**config.mk**
```make
export PLATFORM = sky130hd
export DESIGN_NAME = intel_hex_record_parser
export DESIGN_NICKNAME = d
export VERILOG_FILES = /design/src/rtl/ihex_pkg.sv /design/src/rtl/ihex_front.sv /design/src/rtl/ihex_token_fifo.sv /design/src/rtl/ihex_back.sv /design/src/rtl/intel_hex_record_parser.sv
export SDC_FILE = /design/constraint.sdc
export NUM_CORES = 1
export LEC_CHECK = 0
export BUFFER_PORTS_ARGS = -buffer_cell sky130_fd_sc_hd__buf_4
export CAP_MARGIN = 20
export CORE_MARGIN = 2
export CORE_UTILIZATION = 50
export CTS_BUF_LIST = sky130_fd_sc_hd__clkbuf_2
export CTS_CLUSTER_DIAMETER = 60
export DETAILED_ROUTE_END_ITERATION = 16
export PLACE_DENSITY = 0.72
export RECOVER_POWER = 25
export SYNTH_ARGS = -nofsm -noshare
export SYNTH_HDL_FRONTEND = slang
export SYNTH_HIERARCHICAL = 1
export SYNTH_SLANG_ARGS = --single-unit
export TNS_END_PERCENT = 20
```
**constraint.sdc**
```tcl
create_clock -name clk -period 4.1 [get_ports clk]
set_input_delay 0.205 -clock clk [delete_from_list [all_inputs] [get_ports clk]]
set_output_delay 0.205 -clock clk [all_outputs]
set_load 0.05 [all_outputs]
```
**src/rtl/ihex_pkg.sv**
```systemverilog
// Shared types, constants and the hex digit decode for the HEX record parser.
`timescale 1ns / 1ps

package ihex_pkg;

	// Address arithmetic width (16 to 32); emitted addresses are taken modulo 2^ADDR_WIDTH.
	localparam int ADDR_WIDTH = 32;
	localparam logic [31:0] ADDR_MASK = 32'hFFFF_FFFF >> (32 - ADDR_WIDTH);

	// Token queue between the character front and the record back.
	localparam int FIFO_DEPTH = 4;
	localparam int FIFO_PTR_W = $clog2(FIFO_DEPTH);
	localparam int FIFO_CNT_W = $clog2(FIFO_DEPTH + 1);

	localparam logic [7:0] CHAR_COLON = 8'h3A;
	localparam logic [7:0] CHAR_ZERO  = 8'h30;
	localparam logic [7:0] CHAR_NINE  = 8'h39;
	localparam logic [7:0] CHAR_UC_A  = 8'h41;
	localparam logic [7:0] CHAR_UC_F  = 8'h46;
	localparam logic [7:0] CHAR_LC_A  = 8'h61;
	localparam logic [7:0] CHAR_LC_F  = 8'h66;
	localparam logic [7:0] DIGIT_TEN  = 8'd10;

	localparam logic [7:0] REC_DATA     = 8'h00;
	localparam logic [7:0] REC_EOF      = 8'h01;
	localparam logic [7:0] REC_EXT_LIN  = 8'h04;

	localparam logic KIND_DATA    = 1'b0;
	localparam logic KIND_REC_END = 1'b1;

	// One classified item from the front: a record start or a decoded byte.
	typedef struct packed {
		logic       is_start;
		logic [7:0] value;
	} token_t;

	typedef struct packed {
		logic        kind;
		logic [31:0] addr;
		logic [7:0]  data;
		logic [7:0]  rtype;
		logic        good;
		logic        eof;
	} result_t;

	// Non-hex characters count as zero.
	function automatic logic [3:0] digit_value(input logic [7:0] c);
		logic [7:0] d;
		d = 8'd0;
		if (c inside {[CHAR_ZERO:CHAR_NINE]}) begin
			d = c - CHAR_ZERO;
		end else if (c inside {[CHAR_UC_A:CHAR_UC_F]}) begin
			d = c - CHAR_UC_A + DIGIT_TEN;
		end else if (c inside {[CHAR_LC_A:CHAR_LC_F]}) begin
			d = c - CHAR_LC_A + DIGIT_TEN;
		end
		return d[3:0];
	endfunction

endpackage

```
**src/rtl/ihex_front.sv**
```systemverilog
// Character front: pairs hex digits into bytes and flags record starts.
`timescale 1ns / 1ps

module ihex_front import ihex_pkg::*; (
	input  logic       clk,
	input  logic       arst_n,
	input  logic       char_valid,
	output logic       char_stall,
	input  logic [7:0] char_code,
	output logic       push,
	output token_t     push_tok,
	input  logic       fifo_full
);

	logic       pending_q;
	logic [3:0] high_q;
	logic       accept;
	logic       is_colon;
	logic [3:0] digit;

	assign char_stall = fifo_full;
	assign accept     = char_valid && !char_stall;
	assign is_colon   = (char_code == CHAR_COLON);
	assign digit      = digit_value(char_code);

	// Push a start token on a colon, a byte token on the second digit of a pair.
	assign push              = accept && (is_colon || pending_q);
	assign push_tok.is_start = is_colon;
	assign push_tok.value    = is_colon ? 8'h00 : {high_q, digit};

	always_ff @(posedge clk or negedge arst_n) begin
		if (!arst_n) begin
			pending_q <= 1'b0;
			high_q    <= 4'h0;
		end else if (accept) begin
			if (is_colon) begin
				pending_q <= 1'b0;
				high_q    <= 4'h0;
			end else if (!pending_q) begin
				pending_q <= 1'b1;
				high_q    <= digit;
			end else begin
				pending_q <= 1'b0;
			end
		end
	end

endmodule

```
**src/rtl/ihex_token_fifo.sv**
```systemverilog
// Short token queue that decouples the character front from the record back.
`timescale 1ns / 1ps

module ihex_token_fifo import ihex_pkg::*; (
	input  logic   clk,
	input  logic   arst_n,
	input  logic   push,
	input  token_t push_tok,
	output logic   full,
	output logic   tok_valid,
	output token_t tok,
	input  logic   pop
);

	token_t                entries_q [FIFO_DEPTH];
	logic [FIFO_PTR_W-1:0] wr_ptr_q;
	logic [FIFO_PTR_W-1:0] rd_ptr_q;
	logic [FIFO_CNT_W-1:0] count_q;

	assign full      = (count_q == FIFO_CNT_W'(FIFO_DEPTH));
	assign tok_valid = (count_q != '0);
	assign tok       = entries_q[rd_ptr_q];

	always_ff @(posedge clk) begin
		if (push) begin
			entries_q[wr_ptr_q] <= push_tok;
		end
	end

	always_ff @(posedge clk or negedge arst_n) begin
		if (!arst_n) begin
			wr_ptr_q <= '0;
			rd_ptr_q <= '0;
			count_q  <= '0;
		end else begin
			if (push) begin
				wr_ptr_q <= wr_ptr_q + 1'b1;
			end
			if (pop) begin
				rd_ptr_q <= rd_ptr_q + 1'b1;
			end
			if (push && !pop) begin
				count_q <= count_q + 1'b1;
			end else if (pop && !push) begin
				count_q <= count_q - 1'b1;
			end
		end
	end

endmodule

```
**src/rtl/ihex_back.sv**
```systemverilog
// Record back end: walks the record fields and drives the result register.
`timescale 1ns / 1ps

module ihex_back import ihex_pkg::*; (
	input  logic    clk,
	input  logic    arst_n,
	input  logic    word_addressing,
	input  logic    tok_valid,
	input  token_t  tok,
	output logic    pop,
	output logic    res_valid,
	input  logic    res_stall,
	output result_t res
);

	typedef enum logic [2:0] {
		PH_IDLE,
		PH_LEN,
		PH_OFS_HI,
		PH_OFS_LO,
		PH_TYPE,
		PH_DATA,
		PH_CSUM
	} phase_t;

	phase_t      phase_q, phase_d;
	logic [7:0]  len_q, len_d;
	logic [7:0]  rem_q, rem_d;
	logic [15:0] ofs_q, ofs_d;
	logic [7:0]  kind_q, kind_d;
	logic [7:0]  sum_q, sum_d;
	logic [15:0] base_q, base_d;
	logic [15:0] shadow_q, shadow_d;
	logic        res_valid_q;
	result_t     res_q;

	logic        out_free;
	logic        emit;
	result_t     emit_res;
	logic [7:0]  sum_add;
	logic [7:0]  idx;
	logic [7:0]  rem_dec;
	logic [31:0] addr_full;

	assign out_free  = !res_valid_q || !res_stall;
	assign pop       = tok_valid && out_free;
	assign res_valid = res_valid_q;
	assign res       = res_q;

	assign sum_add   = sum_q + tok.value;
	assign idx       = len_q - rem_q;
	assign rem_dec   = rem_q - 8'd1;
	assign addr_full = ({base_q, 16'h0000} + {16'h0000, ofs_q} + {24'h000000, idx}) & ADDR_MASK;

	always_comb begin
		phase_d  = phase_q;
		len_d    = len_q;
		rem_d    = rem_q;
		ofs_d    = ofs_q;
		kind_d   = kind_q;
		sum_d    = sum_q;
		base_d   = base_q;
		shadow_d = shadow_q;
		emit     = 1'b0;
		emit_res = '0;
		if (pop) begin
			if (tok.is_start) begin
				phase_d = PH_LEN;
				sum_d   = 8'h00;
			end else if (phase_q != PH_IDLE) begin
				sum_d = sum_add;
				case (phase_q)
					PH_LEN: begin
						len_d   = tok.value;
						phase_d = PH_OFS_HI;
					end
					PH_OFS_HI: begin
						ofs_d   = {tok.value, 8'h00};
						phase_d = PH_OFS_LO;
					end
					PH_OFS_LO: begin
						ofs_d   = {ofs_q[15:8], tok.value};
						phase_d = PH_TYPE;
					end
					PH_TYPE: begin
						kind_d   = tok.value;
						rem_d    = len_q;
						shadow_d = 16'h0000;
						phase_d  = (len_q != 8'h00) ? PH_DATA : PH_CSUM;
					end
					PH_DATA: begin
						rem_d = rem_dec;
						if (rem_dec == 8'h00) begin
							phase_d = PH_CSUM;
						end
						if (kind_q == REC_DATA) begin
							emit          = 1'b1;
							emit_res.kind = KIND_DATA;
							emit_res.addr = word_addressing ? {1'b0, addr_full[31:1]} : addr_full;
							emit_res.data = tok.value;
						end else if (kind_q == REC_EXT_LIN) begin
							if (idx == 8'd0) begin
								shadow_d = {tok.value, shadow_q[7:0]};
							end else if (idx == 8'd1) begin
								shadow_d = {shadow_q[15:8], tok.value};
							end
						end
					end
					PH_CSUM: begin
						emit           = 1'b1;
						emit_res.kind  = KIND_REC_END;
						emit_res.rtype = kind_q;
						emit_res.good  = (sum_add == 8'h00);
						emit_res.eof   = (kind_q == REC_EOF);
						if ((sum_add == 8'h00) && (kind_q == REC_EXT_LIN)) begin
							base_d = shadow_q;
						end
						phase_d = PH_IDLE;
					end
					default: begin
						phase_d = PH_IDLE;
					end
				endcase
			end
		end
	end

	always_ff @(posedge clk or negedge arst_n) begin
		if (!arst_n) begin
			phase_q     <= PH_IDLE;
			len_q       <= 8'h00;
			rem_q       <= 8'h00;
			ofs_q       <= 16'h0000;
			kind_q      <= 8'h00;
			sum_q       <= 8'h00;
			base_q      <= 16'h0000;
			shadow_q    <= 16'h0000;
			res_valid_q <= 1'b0;
			res_q       <= '0;
		end else begin
			phase_q  <= phase_d;
			len_q    <= len_d;
			rem_q    <= rem_d;
			ofs_q    <= ofs_d;
			kind_q   <= kind_d;
			sum_q    <= sum_d;
			base_q   <= base_d;
			shadow_q <= shadow_d;
			if (out_free) begin
				res_valid_q <= emit;
			end
			if (emit) begin
				res_q <= emit_res;
			end
		end
	end

	// A data phase always has at least one byte left.
	assert property (@(posedge clk) disable iff (!arst_n)
		phase_q == PH_DATA |-> rem_q != 8'h00)
		else $error("data phase with no bytes remaining");

	// The checksum byte closes the record.
	assert property (@(posedge clk) disable iff (!arst_n)
		pop && !tok.is_start && phase_q == PH_CSUM |=> phase_q == PH_IDLE && res_valid_q)
		else $error("checksum byte did not close the record");

	// Bytes outside a record never produce a result.
	assert property (@(posedge clk) disable iff (!arst_n)
		pop && !tok.is_start && phase_q == PH_IDLE |-> !emit)
		else $error("result produced outside a record");

	// End of file is flagged only on a record end of type one.
	assert property (@(posedge clk) disable iff (!arst_n)
		res_valid_q && res_q.eof |-> res_q.kind == KIND_REC_END && res_q.rtype == REC_EOF)
		else $error("end of file flag on wrong result");

endmodule

```
**src/rtl/intel_hex_record_parser.sv**
```systemverilog
// Top level of the HEX record parser: front, token queue, back and config register.
//
//  channel   direction  handshake               payload
//  char      in         char_valid/char_stall   char_code
//  cfg       in         cfg_valid/cfg_ready     cfg_data (word_addressing)
//  res       out        res_valid/res_stall     result_kind .. end_of_file
//
// One character is taken per cycle when the token queue has room; a result
// passes through the queue and then the result register. Sustained rate is
// one character per cycle while results are not stalled, set by the byte
// update in the back end. A stalled result holds while the queue (four
// tokens) keeps absorbing characters; char_stall rises once it fills.
// Reset clears all parse state, the linear base, and sets word addressing.
`timescale 1ns / 1ps

module intel_hex_record_parser import ihex_pkg::*; (
	input  logic        clk,
	input  logic        arst_n,
	input  logic        char_valid,
	output logic        char_stall,
	input  logic [7:0]  char_code,
	input  logic        cfg_valid,
	output logic        cfg_ready,
	input  logic        cfg_data,
	output logic        res_valid,
	input  logic        res_stall,
	output logic        result_kind,
	output logic [31:0] byte_address,
	output logic [7:0]  data_value,
	output logic [7:0]  record_type_out,
	output logic        checksum_good,
	output logic        end_of_file
);

	logic    word_addressing_q;
	logic    push;
	token_t  push_tok;
	logic    fifo_full;
	logic    tok_valid;
	token_t  tok;
	logic    pop;
	result_t res;

	// Always ready; the sender must write the configuration only while no
	// character is in flight (unenforced); a write acts from the next character.
	assign cfg_ready = 1'b1;

	always_ff @(posedge clk or negedge arst_n) begin
		if (!arst_n) begin
			word_addressing_q <= 1'b1;
		end else if (cfg_valid && cfg_ready) begin
			word_addressing_q <= cfg_data;
		end
	end

	// Front: decode characters into start and byte tokens.
	ihex_front u_front (
		.clk        (clk),
		.arst_n     (arst_n),
		.char_valid (char_valid),
		.char_stall (char_stall),
		.char_code  (char_code),
		.push       (push),
		.push_tok   (push_tok),
		.fifo_full  (fifo_full)
	);

	// Queue: lets the front keep taking characters while a result is stalled.
	ihex_token_fifo u_fifo (
		.clk       (clk),
		.arst_n    (arst_n),
		.push      (push),
		.push_tok  (push_tok),
		.full      (fifo_full),
		.tok_valid (tok_valid),
		.tok       (tok),
		.pop       (pop)
	);

	// Back: advance the record fields and load the result register.
	ihex_back u_back (
		.clk             (clk),
		.arst_n          (arst_n),
		.word_addressing (word_addressing_q),
		.tok_valid       (tok_valid),
		.tok             (tok),
		.pop             (pop),
		.res_valid       (res_valid),
		.res_stall       (res_stall),
		.res             (res)
	);

	assign result_kind     = res.kind;
	assign byte_address    = res.addr;
	assign data_value      = res.data;
	assign record_type_out = res.rtype;
	assign checksum_good   = res.good;
	assign end_of_file     = res.eof;

endmodule

```
# Word level (Yosys, flattened, before mapping)
# Memories as Yosys holds them, arrays and structs flattened.
# Cells that the tools add are included.
# totals
reg_bits	148
mem_bits_rw	36
input_bits	14
mem_count	1
# memory_table
name	words	word_bits	read_ports	rd_clocked_by_memory_dff	write_ports	line	rtl
u_fifo.entries_q	4	9	1	0	1	ihex_token_fifo.sv:15	token_t entries_q [FIFO_DEPTH];
# op_classes
add_sub_neg	14
magnitude_cmp	6
n_eq_ne	18
mux	39
bitwise_logic	2
n_reduce_logical	38
# ops
cell	count
$mux 51	3
$mux 40	2
$pmux 16 s2	2
$mux 16	3
$add 32x16->32	1
$add 32x8->32	1
$logic_not 8->1	4
$mux 32	1
$mux 8	4
$mux 4	5
$eq 8x1->1 const B	2
$ge 8x7->1 const B	2
$le 8x7->1 const B	2
$pmux 8 s2	1
$reduce_and 4->1	4
$mux 3	5
$pmux 3 s5	1
$eq 3x3->1 const B	4
$sub 4x1->4 const B	3
$mux 10	1
$reduce_and 5->1	2
$logic_and 1x1->1	9
$add 4x4->4 const B	2
$add 8x8->8	1
other kinds (27)	52

# Logic depth before layout (Yosys ltp)
# Gate-level depths: netlist of run 1.
# logic_depth
ltp_word	8
mapped_depth	15

# Cells and area by module
# The synthesis of run 1 kept the hierarchy.
# by_module_without_submodules
module	instances	cells_each	area_per_inst_um2	seq_area_each_um2
ihex_back	1	788	7559.8	3378.2
ihex_token_fifo	1	81	1695.4	1256.2
ihex_front	1	61	495.5	125.1
intel_hex_record_parser	1	4	52.6	26.3

# Least setup slack after synthesis of run 1
# No wires, ideal clock.
# synth_path
kind	flip-flop to flip-flop
start	register u_back.len_q[0]
end	register u_back.res_q (netlist bit u_back/res[26])
setup_time_ns	0.127
arrival_ns	3.595
path_slack_ns	0.378
path_stages_with_launch	15
path_buffers	0
period_less_slack_ns	3.722
path_cell_list	dfrtp_1 -> inv_1 -> ha_1 -> inv_1 -> fa_1 -> a211o_1 -> and3_1 -> o311ai_1 -> ha_1 -> a21o_1 -> a21oi_1 -> nor2_1 -> or3_1 -> a21oi_1 -> o21ai_0
# synth_between
elab_chain_len	8
# synth_rtl
item	line	rtl
start, declared	ihex_back.sv:27	logic [7:0] len_q, len_d;
start signal, assigned	ihex_back.sv:142	len_q <= len_d;
$sub 8x8->8	ihex_back.sv:51	assign idx = len_q - rem_q;
$add 32x8->32	ihex_back.sv:53	assign addr_full = ({base_q, 16'h0000} + {16'h0000, ofs_q} + {24'h000000, idx}) & ADDR_MASK;
$mux 32	ihex_back.sv:99	emit_res.addr = word_addressing ? {1'b0, addr_full[31:1]} : addr_full;
$mux 40	ihex_back.sv:96	if (kind_q == REC_DATA) begin
$mux 40	ihex_back.sv:72	case (phase_q)
$mux 51	ihex_back.sv:70	end else if (phase_q != PH_IDLE) begin
$mux 51	ihex_back.sv:67	if (tok.is_start) begin
$mux 51	ihex_back.sv:66	if (pop) begin
end signal, assigned	ihex_back.sv:153	res_q <= emit_res;
end, declared	ihex_back.sv:35	result_t res_q;
# Every way passes these cells.
# A chain may end at the register's enable or synchronous reset.

==> results of run 1 <==
[sequential cells by signal (all words and copies together) (netlist names), 4 cells and up]
signal and count:
u_back/base_q 16, u_back/kind_q 8, u_back/len_q 8, u_back/ofs_q 16, u_back/rem_q 8, u_back/res 51, u_back/shadow_q 16, u_back/sum_q 8
u_fifo/entries_q 36, u_front/high_q 4
[metal layers]
| layer | up-vias | routed length (µm) | GRT usage |
|---|---|---|---|
| li1 | 3592 | - | - |
| met2 | 165 | 11300 | 0.392 |
| met3 | 42 | 782 | 0.0397 |
| met5 | - | 0 | 0 |
| met1 | 3670 | 10000 | 0.286 |
| met4 | 0 | 542 | 0.0893 |
[layout make-up]
cell class | count | area [µm²] | share of cell area
Antenna cell | 2 | 5.00 | 0.000454
Multi-Input combinational cell | 675 | 4730 | 0.429
Timing Repair Buffer | 103 | 807 | 0.0733
Inverter | 38 | 143 | 0.0130
Sequential cell | 184 | 4790 | 0.435
Tap cell | 265 | 332 | 0.0301
Clock inverter | 13 | 119 | 0.0108
Clock buffer | 19 | 95.1 | 0.00863
[per-stage QoR]
stage | setup slack [ns] | util
2_1_floorplan | 0.378 | -
3_3_place_gp | 0.294 | 0.550
3_5_place_dp | 0.208 | 0.550
4_1_cts | 0.202 | 0.569
5_1_grt | 0.00169 | 0.570
6_report | 0.225 | 0.570
[placed cells by master (no fill, tap or decap), types with 23 or more instances in the layout]
cell type  netlist  final
dfrtp_1        147    147
nand3_1         38     38
inv_1           36     36
a22o_1          23     23
ha_1            37     37
buf_4            3     85
nor2_1          52     51
a21oi_1         45     44
o21ai_0         73     72
nand2_1        112    112
xnor2_1         24     24
edfxtp_1        36     36
mux2_2          27     27
[power by group]
group	switching (W)	internal, W
clock network	0.000643	0.000235
registers	0.000382	0.00225
logic	0.00245	0.00159
total	0.00347	0.00408
[worst reg2reg max path, stage by stage (launching register included)]
cell and delay (ns):
dfrtp_1 0.64, mux4_2 0.70, ha_1 0.30, fa_1 0.42
a211oi_1 0.32, o21bai_1 0.12, a21oi_1 0.20, xor2_1 0.32
nand4_4 0.38, mux2_4 0.42
[worst max-delay path by stage]
stage / endpoint / cells after the start
6_report: u_back/base_q[13] / 9
5_1_grt: u_back/base_q[9] / 9
4_1_cts: u_back/res[31] / 14
3_5_place_dp: u_back/res[44] / 14
3_3_place_gp: u_back/base_q[12] / 9
2_1_floorplan: u_back/res[26] / 14
[logic make-up (layout without fill, tap and decap cells)]
kind of cell               Yosys count  in the layout
AOI/OAI and AO/OA                  227            227
xor gates and xnor gates            39             39
adders and majority gates           41             41
buffers and inverters               75            173
DFF                                184            184
muxes                               58             58
other                                1              3
and+or+nand+nor                    309            309
[repair_timing]
item,4_1_cts,5_1_grt
endpoints found under the hold margin,107,0
hold buffers,16,0
setup endpoints to repair,0,11
resized for setup,0,3
==> metrics.txt, run 1 <==
1st-iter DRT viols=462; Max Cap Viol=2; Initial Util=0.507; Synth area leader=dfrtp_1; pwr dens=685 nW/µm²; synth cell count leaders=dfrtp_1, nand2_1, o21ai_0; Worst-path clk slew=approximately 0.25 ns; CP Launch Type=flop; global placement routability congestion=between 0.9 and 1; Post-Layout Cell Count=roughly 1300; Worst-Skew Late Latency=~0.79 ns; H-tree levels=4; Core ar.=slightly below 20000 µm²; Critical Path RT=4.80 ns; share of cells above drive strength 1=0.176; Hold Path Cell Cnt=3; dominant synthesized flop cell=dfrtp_1; r2r setup slk=roughly 0.23 ns; critical path class=reg2reg; Cells after Synth=934; Port Buf Inserts=66; gr usage total=0.228; Remaining DRCs=0; antenna violations before repair=2; Detail Route Antenna Nets=0; most frequent cell after synthesis=dfrtp_1; Setup Total Neg Slack=0 ns; worst r2r dst=u_back/base_q[13]; synth warn=6; placement row count=51; slowest cell on the critical path=mux4_2; Hold Startpoint=char_code[1]; Placed Cells=1249; first-pass GRT wire length=36600 µm; DRT Pass-1 Iters=5; Adder-Cell Fraction of Synth Area=0.0554; R2R depth=9; Slew Limit Fails=123; Area after DPL=around 11000 µm²; post-synthesis mux area share=0.0802; Min-Delay Endpoint=u_fifo/entries_q[2][1]; FILL cells=1662; number of buffer and inverter stages on the critical path=0; outcome=finished, violations left; Final #Nets=around 1100; LEAKAGE=4.86 nW; Setup crit end kind=flop; Tcrit/Tclk final=0.945; Worst Tran Pin Value=about 2.3 ns; vias in the first global route=about 7200; Cell Area, Synth=9800 µm²; crit path launch=u_fifo/rd_ptr_q[0]; Bufs on Longest Clock Path=2; Sink Count=184; total gr overflow=0; # setup viols final=0; Worst Path Max Fanout=16; Die Footprint=around 21000 µm²; failing checks=capacitance limit, slew limit; main combinational cell family by area after synthesis=simple AND/OR/NAND/NOR gates; Syn Area/Cell=10.5 µm²; final WL=22700 µm; post-CTS setup buffers=0; placed wire-length estimate=16400 µm; hold slack=0.0639 ns; number of CTS-inserted buffers=17; Design Power=around 0.0075 W; root buf cell=clkbuf_2; Period minus WS final=3.87 ns; Synth Area in Compound Gates=0.152; fmax=0.258 GHz; synth unique cells=79; Worst VDD drop=around 0.31 mV; final hold vios=0; worst path cell trace=mux4_2 > ha_1 > fa_1 > a211oi_1 > o21bai_1 > a21oi_1 > xor2_1 > nand4_4 > mux2_4; vias per cell=between 5 and 6; fraction of registers with async set/reset=0.804; XOR/XNOR share of the synthesized area=0.0348; Syn Nets=989; CTS tree=done; Die Y=between 100 and 150 µm; synthesis-to-finish area growth=12.4%; Die Width=144 µm; Wirelength per Cell=between 15 and 20 µm; Yosys top cell area share=0.375; largest net degree at the start of global routing=93; register area share after synthesis=0.488; Finished Cell Area=between 10000 and 15000 µm²; RSZ-0062 raised after global routing=no; Worst Clk Skew=~0.035 ns; Synth Register Bits=roughly 180; Post-synth EDFFs=36; post-synthesis simple-gate area fraction=0.157; Min-Delay Path Class=in2reg; critical path's largest stage delay=just under 0.7 ns; Worst path top cell family by delay=multiplexers; Crit Reg-Reg Startpoint=u_fifo/rd_ptr_q[0]; Slew HR=-0.507; Via Count=7469; Critical Path AT=4.58 ns; Top-Level Pins=68; top cells by area, synth=dfrtp_1, edfxtp_1, ha_1, nand2_1, o21ai_0
No activity file was read; power rests on OpenSTA's default activity.
==> run 2: changes to the inputs <==
Settings changed: SYNTH_HIERARCHICAL 1 to not set.
==> run 2 against run 1 <==
The run still ends with capacitance limit, slew limit left. Global-route usage grew 0.53 points. First-iteration DRC count grew 39%. Final cell count shrank 4.4%. Largest power group unchanged. Sequential power grew 5%. Flip-flop and latch count is the same. Synthesized cell count shrank 2.5%. Via count shrank 3.1%. Combinational power grew 18%. Worst hold slack gained 0.071 ns. Total power grew 11%.
==> metrics.txt, run 2 <==
Cell Area, Synth=9620 µm² (was 9800 µm²); total gr overflow=0 (unchanged); CP Launch Type=flop (unchanged); synthesis-to-finish area growth=12.2% (was 12.4%); synth cell count leaders=dfrtp_1, nand2_1, nand3_1 (was dfrtp_1, nand2_1, o21ai_0); FILL cells=1624 (was 1662); vias per cell=5.82 (was 5.75); critical path class=reg2reg (unchanged); final hold vios=0 (unchanged); post-CTS setup buffers=0 (unchanged); FF/Latch Area=4790 µm² (unchanged); synth unique cells=66 (was 79); Final #Nets=1047 (was 1074); Post-synth EDFFs=36 (unchanged); Die Width=143 µm (was 144 µm); Wirelength per Cell=18.2 µm (was 17.4 µm); number of buffer and inverter stages on the critical path=0 (unchanged); Initial Util=0.513 (was 0.507); vias in the first global route=7015 (was 7240); Bufs on Longest Clock Path=2 (unchanged); Syn Nets=964 (was 989); top cells by area, synth=dfrtp_1, edfxtp_1, nand2_1, ha_1, mux2_2 (was dfrtp_1, edfxtp_1, ha_1, nand2_1, o21ai_0); root buf cell=clkbuf_2 (unchanged); Hold Startpoint=char_code[7] (was char_code[1]); r2r setup slk=0.25 ns (was 0.23 ns); share of cells above drive strength 1=0.181 (was 0.176); Worst Clk Skew=0.0448 ns (was 0.0354 ns); Yosys top cell area share=0.382 (was 0.375); worst path cell trace=ha_1 > fa_1 > nand2b_1 > a2111o_1 > o311ai_1 > ha_1 > a21oi_1 > o221ai_2 > nor2_1 > or3_1 > or3_1 > xor2_1 > o221ai_1 (was mux4_2 > ha_1 > fa_1 > a211oi_1 > o21bai_1 > a21oi_1 > xor2_1 > nand4_4 > mux2_4); # setup viols final=0 (unchanged); Synth area leader=dfrtp_1 (unchanged); most frequent cell after synthesis=dfrtp_1 (unchanged); worst r2r dst=u_back.res[42] (was u_back/base_q[13]); Slew Limit Fails=99 (was 123); most frequent cells in the layout=dfrtp_1, nand2_1, buf_4, nand3_1, o21ai_0 (was dfrtp_1, nand2_1, buf_4, o21ai_0, nor2_1); CTS tree=done (unchanged); 1st-iter DRT viols=640 (was 462); Tcrit/Tclk final=0.938 (was 0.945); R2R depth=13 (was 9); slowest cell on the critical path=dfrtp_1 (was mux4_2); Min-Delay Path Class=in2reg (unchanged); Top-Level Pins=68 (unchanged); Core ar.=18800 µm² (was 19300 µm²); Slew HR=-0.689 (was -0.507); gr usage total=0.233 (was 0.228); Die Y=143 µm (was 144 µm); Min-Delay Endpoint=u_fifo.entries_q[2][0] (was u_fifo/entries_q[2][1]); RSZ-0062 raised after global routing=no (unchanged); global placement routability congestion=0.944 (was 0.920); Via Count=7234 (was 7469); failing checks=capacitance limit, slew limit (unchanged); H-tree levels=4 (unchanged); DRT Pass-1 Iters=7 (was 5); Critical Path AT=4.50 ns (was 4.58 ns); placed wire-length estimate=15800 µm (was 16400 µm); Worst Path Max Fanout=6 (was 16); LEAKAGE=4.90 nW (was 4.86 nW); Syn Area/Cell=10.6 µm² (was 10.5 µm²); Setup Total Neg Slack=0 ns (unchanged); Worst VDD drop=0.343 mV (was 0.314 mV); Die Footprint=20400 µm² (was 20700 µm²); pwr dens=778 nW/µm² (was 685 nW/µm²); Multi-input gate area=4590 µm² (was 4730 µm²); antenna violations before repair=1 (was 2); outcome=finished, violations left (unchanged); Detail Route Antenna Nets=0 (unchanged); fraction of registers with async set/reset=0.804 (unchanged); largest net degree at the start of global routing=99 (was 93); fmax=0.260 GHz (was 0.258 GHz); Synth Register Bits=184 (unchanged); Worst-path clk slew=0.27 ns (was 0.25 ns); placement row count=50 (was 51); Sink Count=184 (unchanged); synth warn=0 (was 6); Worst Slack Setup Final=0.254 ns (was 0.225 ns); number of CTS-inserted buffers=17 (unchanged); dominant synthesized flop cell=dfrtp_1 (unchanged); critical path's largest stage delay=0.50 ns (was 0.69 ns); final WL=22600 µm (was 22700 µm); Worst path top cell family by delay=simple AND/OR/NAND/NOR gates (was multiplexers); Setup crit end kind=flop (unchanged); commonest non-fill, non-tap cell in the layout=dfrtp_1 (unchanged); Hold Path Cell Cnt=6 (was 3); Setup WS pre-CTS=0.183 ns (was 0.208 ns); register area share after synthesis=0.497 (was 0.488); Max Cap Viol=1 (was 2); Worst Tran Pin Value=2.53 ns (was 2.26 ns); Crit Reg-Reg Startpoint=u_back.rem_q[0] (was u_fifo/rd_ptr_q[0]); Remaining DRCs=0 (unchanged); Port Buf Inserts=66 (unchanged); Largest register FFs=51 (unchanged); Worst-Skew Late Latency=0.78 ns (was 0.79 ns); Period minus WS final=3.85 ns (was 3.87 ns); first-pass GRT wire length=36800 µm (was 36600 µm); Critical Path RT=4.75 ns (was 4.80 ns); Cells after Synth=911 (was 934)
run 2: cell types whose count changed in the layout (fill, tap and decap cells not counted), moves of 11 or more:
cell / previous run / this run
nand3_1: 38 / 62
o21ai_0: 72 / 53
a22o_1: 23 / 6
mux2i_1: 11 / 26
nand2_1: 112 / 125
a21oi_1: 44 / 33
run 2: timing repair:
item,CTS,global route
endpoints found under the hold margin,124,0
setup endpoints to repair,0,8
hold buffers,12,0
resized for setup,0,7
run 2: worst register-to-register path, stage by stage (launching register included):
cell      delay (ns)
dfrtp_1         0.50
ha_1            0.26
fa_1            0.41
nand2b_1        0.20
a2111o_1        0.37
o311ai_1        0.16
ha_1            0.26
a21oi_1         0.12
o221ai_2        0.22
nor2_1          0.10
or3_1           0.39
or3_1           0.41
xor2_1          0.19
o221ai_1        0.14
run 2: layout make-up:
| type | instances | area share |
|---|---|---|
| Antenna cell | 1 | 0.000232 |
| Clock buffer | 17 | 0.00788 |
| Clock inverter | 15 | 0.0118 |
| Inverter | 33 | 0.0115 |
| Multi-Input combinational cell | 657 | 0.426 |
| Sequential cell | 184 | 0.443 |
| Tap cell | 234 | 0.0271 |
| Timing Repair Buffer | 101 | 0.0724 |
run 2: per-stage QoR:
step	hold slack [ns]	area (µm²)	total power, W	instances	util
6_report	0.135	10800	0.00840	1242	0.575
5_1_grt	0.126	10800	0.00906	1242	0.575
4_1_cts	0.0374	10800	0.00833	1241	0.574
3_5_place_dp	0.368	10400	0.00743	1197	0.556
3_3_place_gp	0.377	10400	0.00735	1196	0.556
2_1_floorplan	-0.0906	9620	0.00609	911	-
run 2: how the worst max path moves through the flow:
| stage | end | start | cells past startpoint | slack (ns) |
|---|---|---|---|---|
| 3_3_place_gp | u_back.res[42] | u_back.rem_q[0] | 13 | 0.28 |
| 2_1_floorplan | u_back.res[42] | u_back.rem_q[0] | 13 | 0.49 |
| 5_1_grt | u_back.res[42] | u_back.rem_q[0] | 13 | 0.06 |
| 6_report | u_back.res[42] | u_back.rem_q[0] | 13 | 0.25 |
| 3_5_place_dp | u_back.res[42] | u_back.rem_q[0] | 13 | 0.18 |
| 4_1_cts | u_back.res[42] | u_back.rem_q[1] | 14 | 0.14 |
run 2: kinds of logic after synthesis:
family	count (synthesis)	share of synthesized area
xor gates and xnor gates	52	0.0473
AOI/OAI and AO/OA	163	0.107
adders and majority gates	39	0.0538
DFF	184	0.497
and+or+nand+nor	325	0.164
buffers and inverters	70	0.0289
other	1	0.000390
muxes	77	0.101
run 2: metal layers:
metal  global-route usage  vias to the layer above  part of all wire
met5                    0                        -                 0
met4               0.0875                        0             0.023
met3               0.0419                       33             0.048
met2                0.372                      199              0.47
met1                0.319                     3554              0.46
li1                     -                     3448                 -
run 2: where the power goes:
group          internal, W  switching (W)  leakage, nW  total [W]
Combinational      0.00187        0.00290         2.49    0.00477
Clock             0.000222       0.000660        0.131   0.000882
Sequential         0.00232       0.000433         2.28    0.00275
